`config.mk`:
```
export PLATFORM = sky130hd
export DESIGN_NAME = antenna_relay_matrix_mapper
export DESIGN_NICKNAME = d
export VERILOG_FILES = /design/src/hdl/arm_pkg.sv /design/src/hdl/arm_cell.sv /design/src/hdl/antenna_relay_matrix_mapper.sv
export SDC_FILE = /design/constraint.sdc
export NUM_CORES = 1
export LEC_CHECK = 0
export ABC_CLOCK_PERIOD_IN_PS = 2940
export BUFFER_PORTS_ARGS = -buffer_cell sky130_fd_sc_hd__buf_4
export CAP_MARGIN = 10
export CELL_PAD_IN_SITES_DETAIL_PLACEMENT = 0
export CELL_PAD_IN_SITES_GLOBAL_PLACEMENT = 1
export CORE_MARGIN = 2
export CORE_UTILIZATION = 30
export DETAILED_ROUTE_END_ITERATION = 12
export PLACE_DENSITY = 0.64
export SLEW_MARGIN = 10
export SYNTH_ARGS = -nofsm -noshare
export SYNTH_HDL_FRONTEND = slang
export SYNTH_SLANG_ARGS = --single-unit
```
`constraint.sdc`:
```
create_clock -name clk -period 2.94 [get_ports clk]
set_input_delay 0.588 -clock clk [delete_from_list [all_inputs] [get_ports clk]]
set_output_delay 0.588 -clock clk [all_outputs]
set_load 0.005 [all_outputs]
```
`src/hdl/arm_pkg.sv`:
```
// ----------------------------------------------------------------------------
// Antenna relay matrix mapper package
// Widths, register indexes, operation codes and shared structures.
// ----------------------------------------------------------------------------
package arm_pkg;

  // Field widths.
  localparam int IMG_W      = 40;
  localparam int ANT_W      = 8;
  localparam int RADIO_W    = 8;
  localparam int MASK_W     = 5;
  localparam int CFG_IDX_W  = 4;
  localparam int CFG_DATA_W = 8;

  // Radios served per bank.
  localparam int NUM_RADIOS = 4;

  // Highest antenna number that can drive a relay.
  localparam logic [ANT_W-1:0] ANT_MAX = ANT_W'(40);

  // Configuration register indexes.
  typedef enum logic [CFG_IDX_W-1:0] {
    CFG_RADIO_BANK   = 4'd0,
    CFG_GROUP_A_MASK = 4'd1,
    CFG_GROUP_B_MASK = 4'd2,
    CFG_FORCE_TWO    = 4'd3
  } cfg_index_t;

  // Operation codes of an input beat.
  localparam logic OP_REPORT     = 1'b0;
  localparam logic OP_SOFT_RESET = 1'b1;

  // Mapping configuration seen by every cell.
  typedef struct packed {
    logic              two_by_four;
    logic [MASK_W-1:0] a_mask;
    logic [MASK_W-1:0] b_mask;
  } map_cfg_t;

  // Store update command broadcast along the row of cells.
  typedef struct packed {
    logic             wr;
    logic             clr;
    logic [ANT_W-1:0] ant;
  } cell_ctrl_t;

endpackage

```
`src/hdl/arm_cell.sv`:
```
// ----------------------------------------------------------------------------
// Antenna relay matrix mapper cell
// Holds the antenna of one radio position and adds its relay bits to the
// image handed along the row.
// ----------------------------------------------------------------------------
module arm_cell
  import arm_pkg::*;
#(
  parameter int POS = 0
) (
  input  logic             clk,
  input  logic             rst,
  input  logic             sel,
  input  cell_ctrl_t       ctrl,
  input  map_cfg_t         cfg,
  input  logic [IMG_W-1:0] img_in,
  output logic [IMG_W-1:0] img_out,
  output logic             same
);

  localparam int PAIR    = (POS / 2) * 2;
  localparam int BUS_BIT = 32 + POS;
  localparam int BYTE_LO = 8 * POS;

  logic [ANT_W-1:0]  entry;
  logic [ANT_W-1:0]  ant_m1;
  logic              in_range;
  logic [MASK_W-1:0] gb;
  logic              a_hit;
  logic              b_hit;
  logic [5:0]        ofs;
  logic [IMG_W-1:0]  contrib;

  // Stored antenna; soft reset clears every cell at once.
  always_ff @(posedge clk) begin
    if (rst) begin
      entry <= '0;
    end else if (ctrl.clr) begin
      entry <= '0;
    end else if (ctrl.wr && sel) begin
      entry <= ctrl.ant;
    end
  end

  assign same = (entry == ctrl.ant);

  // Antenna group of eight and its port wiring.
  assign ant_m1   = entry - ANT_W'(1);
  assign in_range = (entry != '0) && (entry <= ANT_MAX);
  assign gb       = in_range ? (MASK_W'(1) << ant_m1[5:3]) : '0;
  assign a_hit    = |(gb & cfg.a_mask);
  assign b_hit    = |(gb & cfg.b_mask);

  // Bit offset of the port within the port bytes in eight-by-four mode.
  assign ofs = {1'b0, ant_m1[2:1], ant_m1[0], 2'b00};

  // Relay bits driven by this radio position.
  always_comb begin
    contrib = '0;
    if (cfg.two_by_four) begin
      if (a_hit) begin
        contrib[BUS_BIT]      = 1'b1;
        contrib[BYTE_LO+PAIR] = 1'b1;
      end else if (b_hit) begin
        contrib[BUS_BIT]        = 1'b1;
        contrib[BYTE_LO+PAIR+4] = 1'b1;
      end
    end else if (a_hit) begin
      contrib[BUS_BIT]           = 1'b1;
      contrib[ofs + 6'(PAIR)]    = 1'b1;
      if ((POS % 2) != 0) begin
        contrib[ofs + 6'(POS)] = 1'b1;
      end
    end
  end

  assign img_out = img_in | contrib;

endmodule

```
`src/hdl/antenna_relay_matrix_mapper.sv`:
```
// ----------------------------------------------------------------------------
// Antenna relay matrix mapper
// Keeps the antenna chosen by each radio of a bank of four and rebuilds the
// 40-bit relay image whenever a selection changes or a soft reset arrives.
//
//   Channel | Handshake              | Payload
//   --------+------------------------+--------------------------------------
//   input   | in_valid / in_ready    | op, radio_number, antenna_number
//   output  | out_valid / out_ready  | relay_image
//   config  | cfg_valid / cfg_ready  | cfg_index, cfg_data
//
// One input beat per cycle is sustained while the output register is not
// stalled. An accepted beat updates the row of cells and marks a result as
// pending; the image gathered along the row is registered once the output
// register is free. A pending result waits in one holding stage; in_ready
// falls only while that stage is full and the output register is stalled.
// Synchronous reset clears the store, the configuration and the pending and output valid flags.
// ----------------------------------------------------------------------------
module antenna_relay_matrix_mapper
  import arm_pkg::*;
#(
  parameter int RADIOS = NUM_RADIOS
) (
  input  logic                  clk,
  input  logic                  rst,
  input  logic                  in_valid,
  output logic                  in_ready,
  input  logic                  op,
  input  logic [RADIO_W-1:0]    radio_number,
  input  logic [ANT_W-1:0]      antenna_number,
  output logic                  out_valid,
  input  logic                  out_ready,
  output logic [IMG_W-1:0]      relay_image,
  input  logic                  cfg_valid,
  output logic                  cfg_ready,
  input  logic [CFG_IDX_W-1:0]  cfg_index,
  input  logic [CFG_DATA_W-1:0] cfg_data
);

  localparam int IDX_W = $clog2(RADIOS);

  logic              radio_bank;
  logic [MASK_W-1:0] group_a_mask;
  logic [MASK_W-1:0] group_b_mask;
  logic              force_two_by_four;
  logic              pend;

  map_cfg_t          cfg;
  cell_ctrl_t        ctrl;
  logic              in_fire;
  logic              load;
  logic [RADIO_W-1:0] radm1;
  logic              in_bank;
  logic [IDX_W-1:0]  idx;
  logic [RADIOS-1:0] same_v;
  logic [IMG_W-1:0]  chain [0:RADIOS];

  // Configuration registers, always ready.
  assign cfg_ready = 1'b1;

  always_ff @(posedge clk) begin
    if (rst) begin
      radio_bank        <= 1'b0;
      group_a_mask      <= '0;
      group_b_mask      <= '0;
      force_two_by_four <= 1'b0;
    end else if (cfg_valid) begin
      case (cfg_index)
        CFG_RADIO_BANK:   radio_bank        <= cfg_data[0];
        CFG_GROUP_A_MASK: group_a_mask      <= cfg_data[MASK_W-1:0];
        CFG_GROUP_B_MASK: group_b_mask      <= cfg_data[MASK_W-1:0];
        CFG_FORCE_TWO:    force_two_by_four <= cfg_data[0];
        default: ;
      endcase
    end
  end

  // Mode selection shared by all cells.
  assign cfg.two_by_four = force_two_by_four || (group_b_mask != '0) ||
                           ((group_a_mask & (group_a_mask - MASK_W'(1))) != '0);
  assign cfg.a_mask      = group_a_mask;
  assign cfg.b_mask      = group_b_mask;

  // Handshake: a beat may enter while the pending result moves out.
  assign load     = pend && (!out_valid || out_ready);
  assign in_ready = !pend || load;
  assign in_fire  = in_valid && in_ready;

  // Position of the radio within the configured bank.
  assign radm1   = radio_number - RADIO_W'(1);
  assign in_bank = (radio_number != '0) &&
                   ((radm1 >> IDX_W) == RADIO_W'(radio_bank));
  assign idx     = radm1[IDX_W-1:0];

  // Store update command for the row.
  assign ctrl.clr = in_fire && (op == OP_SOFT_RESET);
  assign ctrl.wr  = in_fire && (op == OP_REPORT) && in_bank && !same_v[idx];
  assign ctrl.ant = antenna_number;

  // Row of cells, each adding its relay bits to the image passed along.
  assign chain[0] = '0;

  for (genvar i = 0; i < RADIOS; i++) begin : g_cell
    arm_cell #(
      .POS (i)
    ) u_cell (
      .clk     (clk),
      .rst     (rst),
      .sel     (idx == IDX_W'(i)),
      .ctrl    (ctrl),
      .cfg     (cfg),
      .img_in  (chain[i]),
      .img_out (chain[i+1]),
      .same    (same_v[i])
    );
  end

  // A result is owed after a soft reset or a changed selection.
  always_ff @(posedge clk) begin
    if (rst) begin
      pend <= 1'b0;
    end else if (in_fire) begin
      pend <= ctrl.clr || ctrl.wr;
    end else if (load) begin
      pend <= 1'b0;
    end
  end

  // Output register holding the rebuilt image.
  always_ff @(posedge clk) begin
    if (rst) begin
      out_valid <= 1'b0;
    end else if (load) begin
      out_valid <= 1'b1;
    end else if (out_ready) begin
      out_valid <= 1'b0;
    end
  end

  always_ff @(posedge clk) begin
    if (load) begin
      relay_image <= chain[RADIOS];
    end
  end

endmodule

```
* After elaboration in Yosys (flattened, before gate mapping)
Cells that the tools add are included.
W data, S select, Z words.
** Storage, ports and cells
- Flip-flop bits (word level) :: 86
- Input port bits :: 34
- Output and inout port bits :: 43
- Logic and storage cells :: 189
** Operators by class
- Add/sub/neg operators :: 10
- Magnitude comparators :: 17
- Equal/unequal tests :: 11
- Shift-type cells :: 4
- Muxes and demuxes :: 68
- Bitwise operators :: 15
- Reduce and logical (&&, ||, !) cells :: 53
** Operator list (number)
- $mux W40 :: 3
- $or A40 B40 Y40 :: 3
- $and A5 B5 Y5 :: 9
- $or A33 B40 Y40 :: 1
- $or A34 B40 Y40 :: 1
- $reduce_bool A8 Y1 :: 5
- $reduce_or A5 Y1 :: 8
- $mux W1 :: 39
- $mux W33 :: 1
- $eq A8 B8 Y1 :: 4
- $le A8 B6 Y1 const B :: 4
- $lt A6 B7 Y1 const B :: 4
- $mux W27 :: 1
- $mux W26 :: 1
- $mux W5 :: 5
- $demux W1 S6 :: 4
- $ge A6 B1 Y1 const B :: 4
- $sub A6 B1 Y6 const B :: 4
- $logic_and A1 B1 Y1 :: 21
- $mux W20 :: 1
- $shl A1 B3 Y5 const A :: 4
- $add A5 B2 Y6 const B :: 3
- $mux W18 :: 1
- $lt A5 B7 Y1 const B :: 2
- other kinds (26) :: 45

* Longest topological paths before layout
Gate-level depths: netlist of the first run.
- Word-level depth :: 12
- Gate-level depth with buffers :: 12
- Mapped depth without buffers :: 9

* Hierarchy
Synthesis of the first run repeated with hierarchy kept, for this count alone.
** Second synthesis, totals
- Cells, all modules :: 741
- Area total of the unflattened synthesis :: 6631.4 µm²
** By module, submodules not included
- antenna_relay_matrix_mapper :: instances 1, cells each 134, area each 2070.7 µm², sequential area each 1481.4 µm²
- arm_cell (g_cell[2].u_cell) :: instances 1, cells each 162, area each 1171.1 µm², sequential area each 160.2 µm²
- arm_cell (g_cell[1].u_cell) :: instances 1, cells each 153, area each 1168.6 µm², sequential area each 160.2 µm²
- arm_cell (g_cell[3].u_cell) :: instances 1, cells each 142, area each 1117.3 µm², sequential area each 160.2 µm²
- arm_cell (g_cell[0].u_cell) :: instances 1, cells each 150, area each 1103.6 µm², sequential area each 160.2 µm²

* Worst setup path before layout of the first run
No wires, ideal clock.
- Path type :: input-to-reg
- Start :: input port out_ready
- End :: register relay_image[0], enable pin
- Library setup time :: 433 ps
- Data arrival time :: 2254 ps
- Data required time :: 2507 ps
- Path slack :: 253 ps
- Stages on the path :: 2
- Buffers on the path :: 0
- Path through :: nor2b_1 nor2b_1
** On the way
- Word-level cells in the longest chain between the ends :: 2
** RTL lines
- start, declared :: line antenna_relay_matrix_mapper.sv:32 : input logic out_ready,
- $logic_or A1 B1 Y1 :: line antenna_relay_matrix_mapper.sv:85 : assign load = pend && (!out_valid || out_ready);
- $logic_and A1 B1 Y1 :: line antenna_relay_matrix_mapper.sv:85
- named net load :: line antenna_relay_matrix_mapper.sv:51 : logic load;
- end signal, assigned :: line antenna_relay_matrix_mapper.sv:142 : relay_image <= chain[RADIOS];
- end, declared :: line antenna_relay_matrix_mapper.sv:33 : output logic [IMG_W-1:0] relay_image,
The timed path passes the listed nets, and every way through them passes these cells.
A chain may end at the register's enable or synchronous reset.

==> results of run 1 <==
[flip-flops by register name (all words and copies together), names as in the netlist]
name and flops:
out_valid 1, group_a_mask 5, g_cell.u_cell.entry 32, radio_bank 1, group_b_mask 5, relay_image 36, force_two_by_four 1, pend 1
[logic make-up after synthesis]
logic type	after synthesis
AND/OR/NAND/NOR	215
AO/OA/AOI/OAI	99
flip-flops	82
buffers and inverters	68
XOR/XNOR	49
multiplexers	29
adder cells (fa/ha/maj)	10
other	2
[placed cells by master (no fill, tap or decap), types with 4 or more instances in the layout]
cell type and n:
nor2_1 33, nor4b_1 4, o31ai_1 16, nand3_1 37
clkbuf_16 9, nor2b_1 4, a31oi_1 4, ha_1 9
o32ai_1 8, edfxtp_1 36, dfxtp_1 46, inv_1 20
nand3b_1 7, nand4_1 8, o21ai_0 20, nor3_1 18
nand2b_1 7, a21oi_1 14, xor2_1 23, conb_1 5
nand2_1 57, o21bai_1 4, mux2i_1 22, or3_1 9
buf_4 84, nor4_1 8, nor3b_1 4, xnor2_1 25
or2_2 4
[power by group through the flow]
stage,Clock [W],Combinational (W),Sequential (W)
5_1_grt,0.00112,0.000211,0.00121
2_1_floorplan,0,0.000113,0.00123
4_1_cts,0.00107,0.000194,0.00121
3_3_place_gp,0,0.000190,0.00123
6_report,0.00104,0.000192,0.00121
3_5_place_dp,0,0.000193,0.00123
[stage by stage]
step,setup slack [ns],util,cells,hold slack (ns)
3_5_place_dp,0.295,0.349,814,0.503
3_3_place_gp,0.327,0.349,814,0.493
4_1_cts,0.271,0.366,830,0.485
5_1_grt,0.0179,0.366,830,0.493
6_report,0.279,0.366,830,0.494
2_1_floorplan,0.253,-,557,0.455
[critical path: stages, from the launching register on]
cell and delay, ns:
dfxtp_1 0.43, inv_1 0.11, ha_1 0.24, nor3b_2 0.18, xnor2_1 0.29, mux2i_1 0.23
nor2_1 0.06, a221oi_2 0.33, nand2b_1 0.33, o221ai_1 0.17
[synth_stat cells (all sizes together) (6+ instances only)]
cell    count  area (um2)
xnor2      26         235
nand2      57         214
o21ai      22         110
clkbuf     14        53.8
a21oi      17        96.4
nor3       20         110
xor2       23         201
o31ai      16         120
nand3b      7        52.6
mux2i      22         220
ha          9         113
nor2       34         130
nor3b       6        55.1
nand3      38         195
edfxtp     36        1080
dfxtp      46         921
buf        33         203
nor4        8        50.1
inv        21        78.8
o32ai       8        70.1
or3         9        56.3
nand4       8        50.1
nand2b      8        52.6
[worst paths after layout]
check / from / end / slack, ns / cells after the start
worst max register to register: g_cell[3].u_cell.entry[1]$_SDFFE_PP0P_ / relay_image[22]$_DFFE_PP_ / 0.28 / 9
worst min-delay path: cfg_data[2] / group_b_mask[2]$_SDFFE_PP0P_ / 0.49 / 3
worst max-delay path: g_cell[3].u_cell.entry[1]$_SDFFE_PP0P_ / relay_image[22]$_DFFE_PP_ / 0.28 / 9
worst min register to register: pend$_SDFFE_PP0P_ / out_valid$_SDFFE_PP0P_ / 0.51 / 2
[final cells by class]
| cell class | count | area (um2) | area share |
|---|---|---|---|
| Tap cell | 220 | 275 | 0.0452 |
| Clock buffer | 9 | 225 | 0.0370 |
| Inverter | 21 | 78.8 | 0.0130 |
| Sequential cell | 82 | 2000 | 0.329 |
| Multi-Input combinational cell | 407 | 2820 | 0.463 |
| Timing Repair Buffer | 84 | 631 | 0.104 |
| Clock inverter | 7 | 53.8 | 0.00884 |
[per-layer routing]
metal | routed length, um | vias up | global-route usage
met1 | 6000 | 1919 | 0.189
li1 | - | 2107 | -
met5 | 0 | - | 0
met2 | 5490 | 102 | 0.216
met3 | 561 | 17 | 0.0274
met4 | 229 | 0 | 0.0503
==> run summary, run 1 <==
P_int = 0.00186 W
Period minus WS final = 2.66 ns
setup violators final = 0
Max FO, Critical Path = 8
ANT cells = 0
largest family of logic cells by synthesized area = simple AND/OR/NAND/NOR gates
DRC = 0
sequential share of the synthesized area = 0.391
status = finished, final reports clean
Synth Area in XOR/XNOR = 0.0853
Post-CTS Setup Repair Bufs = 0
cts repair resizes = 0
placed cell areas = 0.00580 mm2
Die H = 135 um
clk slew on worst S/H paths = 0.06 ns
Mapped Cells = 554
largest net degree at the start of global routing = 56
CTS Hold Bufs = 0
adder-cell share of the synthesized area = 0.0239
Required @ worst endpoint = 3.01 ns
combinational share of power = 0.078
Worst Setup End Kind = flop
maximum clock rate = 376 MHz
register bit total from synthesis = 82
Lkg Pwr = 2.25 nW
detailed placement HPWL = 9350 um
Filler Cell Count = 1712
Max Cap Violations = 0
CTS tree = built
setup TNS = 0 ns
sw frac = 0.238
compound-cell area share of the yosys netlist = 0.148
vias in the first global route = 3907
synthesized cell area = 0.00512 mm2
Clock Skews = 0.00517 ns
Clock Tree Buf Depth = 2
final count of hold timing violations = 0
period utilisation layout = 0.905
Worst-Margin Slew = 0.658 ns
Synth Flop Type = dfxtp_1
post-synthesis simple-gate area fraction = 0.217
Top Ports = 77
TritonCTS buffer count = 9
starting density of the core = 0.308
htree depth = 3
clock power share = 0.427
EDFF count, synth = 36
Avg Cell Area, Syn = 9.24 um2
Async SR Flop Fraction = 0
initial antenna violation count = 0
Slew HR = 0.560
Max Slew Vio Count = 0
unrepaired setup endpoints after global routing = no
first-pass GRT wire length = 20100 um
vias = 4145
Die ar. = 0.0181 mm2
vias per inst = 4.99
power density cells = 402 mW/mm2
Worst Setup Path Type = flop to flop
VDD IR-drop max = 0.254 mV
Die W = 135 um
placer's final routability congestion estimate = 0.815
clock sinks = 82
final wirelength = 12300 um
Port Buffers = 68
Area Growth Syn to Fin = 18.8%
Psw = 0.000582 W
Synth Warn # = 0
Total Power = 0.00244 W
layout cells sized above 1 = 0.216
row count = 47
first-pass iteration count of the detailed router = 4
root buf cell = clkbuf_16
Data arrival, critical path = 2.73 ns
gr usage total = 0.138
initial DRC count = 248
HP Class = input port to flop
sequential power share = 0.495
Post-DRT Antenna Nets = 0
worst-skew pair later-pin latency = 0.34 ns
DR WL/cell = 14.8 um
post-synth cell types = 73
startpoint types = flop
Final #Nets = 648
Finished Cell Area = 0.00608 mm2
Overflow after GRT = 0
core area = 0.0166 mm2
mux cell area share after synthesis = 0.0679
No activity file was read; power rests on OpenSTA's default activity.
==> run 2: changes to the inputs <==
Settings changed: ABC_AREA set to 1, CORE_MARGIN 2 to 8, PLACE_DENSITY 0.64 to 0.67.
==> run summary, run 2 <==
status = finished, final reports clean (unchanged)
placer's final routability congestion estimate = 0.806 (was 0.815)
layout cells sized above 1 = 0.148 (was 0.216)
Area Growth Syn to Fin = 18.8% (about the same)
VDD IR-drop max = 0.206 mV (was 0.254 mV)
Data arrival, critical path = 2.47 ns (was 2.73 ns)
Max Slew Vio Count = 0 (unchanged)
Area contributors post-synth = edfxtp_1 19%, dfxtp_1 16%, nand2_1 13% (was edfxtp_1 21%, dfxtp_1 18%, mux2i_1 4.3%)
detailed placement HPWL = 12500 um (was 9350 um)
Worst Setup End Kind = flop (unchanged)
HP Class = input port to flop (unchanged)
power density cells = 399 mW/mm2 (was 402 mW/mm2)
CTS tree = built (unchanged)
Die W = 153 um (was 135 um)
Top reg by flops = relay_image (unchanged)
gr usage total = 0.137 (was 0.138)
Die ar. = 0.0234 mm2 (was 0.0181 mm2)
Top Ports = 77 (unchanged)
Max FO, Critical Path = 9 (was 8)
synthesized cell area = 0.00562 mm2 (was 0.00512 mm2)
core area = 0.0185 mm2 (was 0.0166 mm2)
unrepaired setup endpoints after global routing = no (unchanged)
Synth Warn # = 0 (unchanged)
Clock Tree Buf Depth = 2 (unchanged)
maximum clock rate = 439 MHz (was 376 MHz)
EDFF count, synth = 36 (unchanged)
Clock Skews = 0.00608 ns (was 0.00517 ns)
initial DRC count = 248 (unchanged)
commonest non-fill, non-tap cells in the layout = 188 x nand2_1, 178 x nor2_1, 99 x inv_1, 90 x nand3_1, 79 x buf_4 (was 84 x buf_4, 57 x nand2_1, 46 x dfxtp_1, 37 x nand3_1, 36 x edfxtp_1)
sequential share of the synthesized area = 0.357 (was 0.391)
Avg Cell Area, Syn = 6.63 um2 (was 9.24 um2)
setup violators final = 0 (unchanged)
Async SR Flop Fraction = 0 (unchanged)
DRC = 0 (unchanged)
Synth area leader = edfxtp_1 (unchanged)
count leader, synth = nand2_1 (unchanged)
Lkg Pwr = 3.10 nW (was 2.25 nW)
ANT cells = 0 (unchanged)
Required @ worst endpoint = 3.14 ns (was 3.01 ns)
row count = 50 (was 47)
commonest non-fill, non-tap cell in the layout = nand2_1 (was buf_4)
vias in the first global route = 5010 (was 3907)
Worst Setup Path Type = flop to flop (unchanged)
htree depth = 3 (unchanged)
clk slew on worst S/H paths = 0.06 ns (about the same)
initial antenna violation count = 0 (unchanged)
clock sinks = 82 (unchanged)
Synth Flop Type = dfxtp_1 (unchanged)
Max Cap Violations = 0 (unchanged)
hold path depth = 2 (was 3)
r2r worst-path depth = 13 (was 9)
Mapped Cells = 847 (was 554)
final wirelength = 16000 um (was 12300 um)
Post-CTS Setup Repair Bufs = 0 (unchanged)
final count of hold timing violations = 0 (unchanged)
root buf cell = clkbuf_16 (unchanged)
first-pass iteration count of the detailed router = 5 (was 4)
starting density of the core = 0.303 (was 0.308)
TritonCTS buffer count = 9 (unchanged)
Die H = 153 um (was 135 um)
cts repair resizes = 0 (unchanged)
DR WL/cell = 13.9 um (was 14.8 um)
worst-skew pair later-pin latency = 0.34 ns (about the same)
vias per inst = 4.62 (was 4.99)
post-synth cell types = 37 (was 73)
biggest regs = relay_image: 36 flops, g_cell.u_cell.entry: 32 flops (unchanged)
setup TNS = 0 ns (unchanged)
Filler Cell Count = 2037 (was 1712)
max FFs per register = 36 (unchanged)
CTS Hold Bufs = 0 (unchanged)
first-pass GRT wire length = 26000 um (was 20100 um)
Port Buffers = 68 (unchanged)
Period minus WS final = 2.28 ns (was 2.66 ns)
startpoint types = flop (unchanged)
Post-DRT Antenna Nets = 0 (unchanged)
dpl ws = 0.428 ns (was 0.295 ns)
most frequent cells after synthesis = 188 x nand2_1, 178 x nor2_1, 99 x inv_1 (was 57 x nand2_1, 46 x dfxtp_1, 37 x nand3_1)
top-area cell type share of the netlist area = 0.193 (was 0.211)
vias = 5323 (was 4145)
Overflow after GRT = 0 (unchanged)
final worst slack = 0.662 ns (was 0.279 ns)
period utilisation layout = 0.775 (was 0.905)
largest net degree at the start of global routing = 37 (was 56)
register bit total from synthesis = 82 (unchanged)
Final #Nets = 957 (was 648)
[run 2: cell count changes in the layout (fill, tap and decap cells not counted), sizes merged, moves of 9 or more]
cell,change
inv,+84
mux2i,-22
nand2,+139
nand3,+59
nand4,+57
nor2,+160
nor3,-15
o31ai,-16
or3,-9
xnor2,-23
xor2,-17
[run 2: final timing paths]
kind,startpoint,end,slack [ns]
setup / recovery,g_cell[2].u_cell.entry[0]$_SDFFE_PP0P_,relay_image[30]$_DFFE_PP_,0.66
hold / removal,rst,pend$_SDFFE_PP0P_,0.42
setup reg to reg,g_cell[2].u_cell.entry[0]$_SDFFE_PP0P_,relay_image[30]$_DFFE_PP_,0.66
hold reg to reg,force_two_by_four$_SDFFE_PP0P_,force_two_by_four$_SDFFE_PP0P_,0.47
[run 2: kinds of logic after synthesis]
family	Yosys count	share of synthesized area
buffers and inverters	134	0.106
other	2	0.00134
AO/OA/AOI/OAI	50	0.0477
XOR/XNOR	9	0.0140
flip-flops	82	0.357
adder cells (fa/ha/maj)	9	0.0201
AND/OR/NAND/NOR	561	0.454
[run 2: through the flow]
stage	power [W]	cells	instance area, um2	hold slack (ns)	util
global route	0.00276	1152	6670	0.413	0.360
global placement	0.00147	1137	6350	0.455	0.343
detailed placement	0.00147	1137	6350	0.453	0.343
finish	0.00266	1152	6670	0.416	0.360
CTS	0.00270	1152	6670	0.405	0.360
floorplan	0.00137	850	5630	0.424	-
[run 2: power by group]
| part | internal, W | switching [W] | total (W) |
|---|---|---|---|
| sequential | 0.00120 | 0.0000111 | 0.00121 |
| clock | 0.000789 | 0.000431 | 0.00122 |
| combinational | 0.0000845 | 0.000146 | 0.000230 |
| total | 0.00207 | 0.000588 | 0.00266 |
[run 2: routing by layer]
metal / vias up / part of all wire / GRT usage
li1: 2888 / - / -
met1: 2308 / 0.49 / 0.172
met2: 105 / 0.46 / 0.231
met3: 22 / 0.036 / 0.0231
met4: 0 / 0.021 / 0.0533
met5: - / 0 / 0
[run 2: layout make-up]
cell class,instances,area [um2],area share
multi-input cells,634,3040,0.455
repair buffers,80,613,0.0919
well taps,234,293,0.0439
flip-flops and latches,82,2000,0.300
inverters,107,404,0.0606
clock buffers,13,262,0.0392
clock inverters,2,60.1,0.00900
[run 2: worst max-delay path: stages, from the launching register on]
cell     delay, ns
dfxtp_1       0.50
inv_2         0.14
ha_1          0.27
inv_1         0.06
nor2_1        0.06
nand3_1       0.08
nand3_1       0.15
nor2_1        0.27
nand3_1       0.14
nand2_1       0.08
nor2_1        0.05
nand2_2       0.11
nand3_1       0.10
nand3_1       0.12
==> run 3: changes to the inputs <==
Settings changed: ABC_CLOCK_PERIOD_IN_PS 2940 to 2270.
Clock period 2.94 ns to 2.27 ns, I/O delays scaled along.
==> run summary, run 3 (synthesis results as in run 2) <==
status = finished, final reports clean (unchanged)
Final #Nets = 966 (was 957)
Required @ worst endpoint = 2.35 ns (was 3.14 ns)
Worst Setup End Kind = flop (unchanged)
Max Cap Violations = 0 (unchanged)
row count = 50 (unchanged)
Crit. Startpoint = g_cell[1].u_cell.entry[1]$_SDFFE_PP0P_ (was g_cell[2].u_cell.entry[0]$_SDFFE_PP0P_)
worst-skew pair later-pin latency = 0.34 ns (about the same)
detailed placement HPWL = 12700 um (was 12500 um)
Post-CTS Setup Repair Bufs = 0 (unchanged)
placed cell areas = 0.00643 mm2 (was 0.00635 mm2)
largest net degree at the start of global routing = 37 (unchanged)
power density cells = 475 mW/mm2 (was 399 mW/mm2)
Die H = 153 um (unchanged)
Overflow after GRT = 0 (unchanged)
maximum clock rate = 494 MHz (was 439 MHz)
Finished Cell Area = 0.00672 mm2 (was 0.00667 mm2)
first-pass iteration count of the detailed router = 5 (unchanged)
root buf cell = clkbuf_16 (unchanged)
clock sinks = 82 (unchanged)
Clock Skews = 0.00532 ns (was 0.00608 ns)
placer's final routability congestion estimate = 0.853 (was 0.806)
Top Ports = 77 (unchanged)
post-layout util = 0.363 (was 0.360)
VDD IR-drop max = 0.269 mV (was 0.206 mV)
TritonCTS buffer count = 9 (unchanged)
Max Slew Vio Count = 0 (unchanged)
combinational share of power = 0.097 (was 0.087)
vias in the first global route = 5213 (was 5010)
startpoint types = flop (unchanged)
Area Growth Syn to Fin = 19.6% (was 18.8%)
sequential power share = 0.491 (was 0.455)
first-pass GRT wire length = 26500 um (was 26000 um)
Worst R2R Setup Slack = 0.25 ns (was 0.66 ns)
Period minus WS final = 2.02 ns (was 2.28 ns)
gr usage total = 0.139 (was 0.137)
final wirelength = 16000 um (about the same)
max FFs per register = 36 (unchanged)
vias per inst = 4.64 (was 4.62)
final count of hold timing violations = 0 (unchanged)
Worst Setup Path Type = flop to flop (unchanged)
Die ar. = 0.0234 mm2 (unchanged)
biggest regs = relay_image: 36 flops, g_cell.u_cell.entry: 32 flops (unchanged)
CTS tree = built (unchanged)
vias = 5389 (was 5323)
DRC = 0 (unchanged)
commonest non-fill, non-tap cell in the layout = nand2_1 (unchanged)
Psw = 0.000787 W (was 0.000588 W)
Top reg by flops = relay_image (unchanged)
r2r worst-path depth = 14 (was 13)
initial antenna violation count = 0 (unchanged)
HP Class = input port to flop (unchanged)
htree depth = 3 (unchanged)
Lkg Pwr = 3.11 nW (was 3.10 nW)
commonest non-fill, non-tap cells in the layout = 188 x nand2_1, 176 x nor2_1, 99 x inv_1, 89 x nand3_1, 87 x buf_4 (was 188 x nand2_1, 178 x nor2_1, 99 x inv_1, 90 x nand3_1, 79 x buf_4)
ANT cells = 0 (unchanged)
Die W = 153 um (unchanged)
Data arrival, critical path = 2.10 ns (was 2.47 ns)
Clock Tree Buf Depth = 2 (unchanged)
reg-to-reg critical path endpoint = relay_image[8]$_DFFE_PP_ (was relay_image[30]$_DFFE_PP_)
Post-DRT Antenna Nets = 0 (unchanged)
starting density of the core = 0.303 (unchanged)
core area = 0.0185 mm2 (unchanged)
initial DRC count = 327 (was 248)
Max FO, Critical Path = 10 (was 9)
period utilisation layout = 0.892 (was 0.775)
Port Buffers = 68 (unchanged)
setup violators final = 0 (unchanged)
DR WL/cell = 13.8 um (was 13.9 um)
crit path to = relay_image[8]$_DFFE_PP_ (was relay_image[30]$_DFFE_PP_)
CTS Hold Bufs = 0 (unchanged)
sw frac = 0.246 (was 0.221)
Crit Reg-Reg Startpoint = g_cell[1].u_cell.entry[1]$_SDFFE_PP0P_ (was g_cell[2].u_cell.entry[0]$_SDFFE_PP0P_)
clock power share = 0.412 (was 0.459)
layout cells sized above 1 = 0.161 (was 0.148)
clk slew on worst S/H paths = 0.06 ns (about the same)
P_int = 0.00241 W (was 0.00207 W)
## run 3: cell types whose count changed in the layout (fill, tap and decap cells not counted), sizes merged
cell	delta
bufinv	-2
clkinv	+1
clkinvlp	+4
buf	+9
clkbuf	-2
## run 3: area by class of cell
type | instances | area (um2)
inverters | 107 | 407
flip-flops and latches | 82 | 2000
multi-input cells | 634 | 3060
repair buffers | 89 | 693
clock buffers | 11 | 233
fillers | 2055 | 11800
clock inverters | 5 | 31.3
well taps | 234 | 293
## run 3: worst min path at each step
stage / start / to / cells after the start
CTS: rst / pend$_SDFFE_PP0P_ / 2
floorplan: force_two_by_four$_SDFFE_PP0P_ / force_two_by_four$_SDFFE_PP0P_ / 2
detailed placement: force_two_by_four$_SDFFE_PP0P_ / force_two_by_four$_SDFFE_PP0P_ / 2
finish: rst / out_valid$_SDFFE_PP0P_ / 2
global placement: force_two_by_four$_SDFFE_PP0P_ / force_two_by_four$_SDFFE_PP0P_ / 2
global route: rst / out_valid$_SDFFE_PP0P_ / 2
## run 3: power by group through the flow
| stage | Sequential [W] | Clock, W | Combinational [W] |
|---|---|---|---|
| 2_1_floorplan | 0.00160 | 0 | 0.000174 |
| 3_3_place_gp | 0.00160 | 0 | 0.000313 |
| 6_report | 0.00157 | 0.00131 | 0.000311 |
| 3_5_place_dp | 0.00160 | 0 | 0.000314 |
| 5_1_grt | 0.00157 | 0.00142 | 0.000348 |
| 4_1_cts | 0.00157 | 0.00136 | 0.000314 |
## run 3: metal layers
metal / vias to the layer above / routed length, um / global-route usage
met5: - / 0 / 0
met4: 0 / 244 / 0.0495
met3: 18 / 562 / 0.0237
met2: 109 / 7480 / 0.232
met1: 2354 / 7760 / 0.178
li1: 2908 / - / -
## run 3: worst max-delay path, cell delays in order (launching register included)
cell     delay, ns
dfxtp_1       0.39
inv_1         0.06
ha_1          0.23
nand2_1       0.10
nand2_1       0.05
nand2_1       0.06
nand2_1       0.04
nand2_1       0.11
nor2_4        0.08
nand3_1       0.12
nand2_1       0.08
nor2_2        0.12
nand2_4       0.11
o21ai_0       0.11
nand2_1       0.10
## run 3: metrics by stage
stage	setup TNS [ns]	setup slack [ns]	hold WS [ns]	power, W	cells
6_report	0	0.246	0.278	0.00319	1162
3_5_place_dp	0	0.0775	0.459	0.00191	1146
5_1_grt	-0.000846	-0.000846	0.272	0.00334	1162
3_3_place_gp	0	0.110	0.457	0.00191	1146
2_1_floorplan	0	0.277	0.424	0.00177	850
4_1_cts	0	0.167	0.261	0.00325	1162
## run 3: what timing repair did
| item | in CTS | in global routing |
|---|---|---|
| endpoints found under the hold margin | 0 | 0 |
| setup endpoints to repair | 0 | 17 |
| gates resized for setup | 0 | 7 |
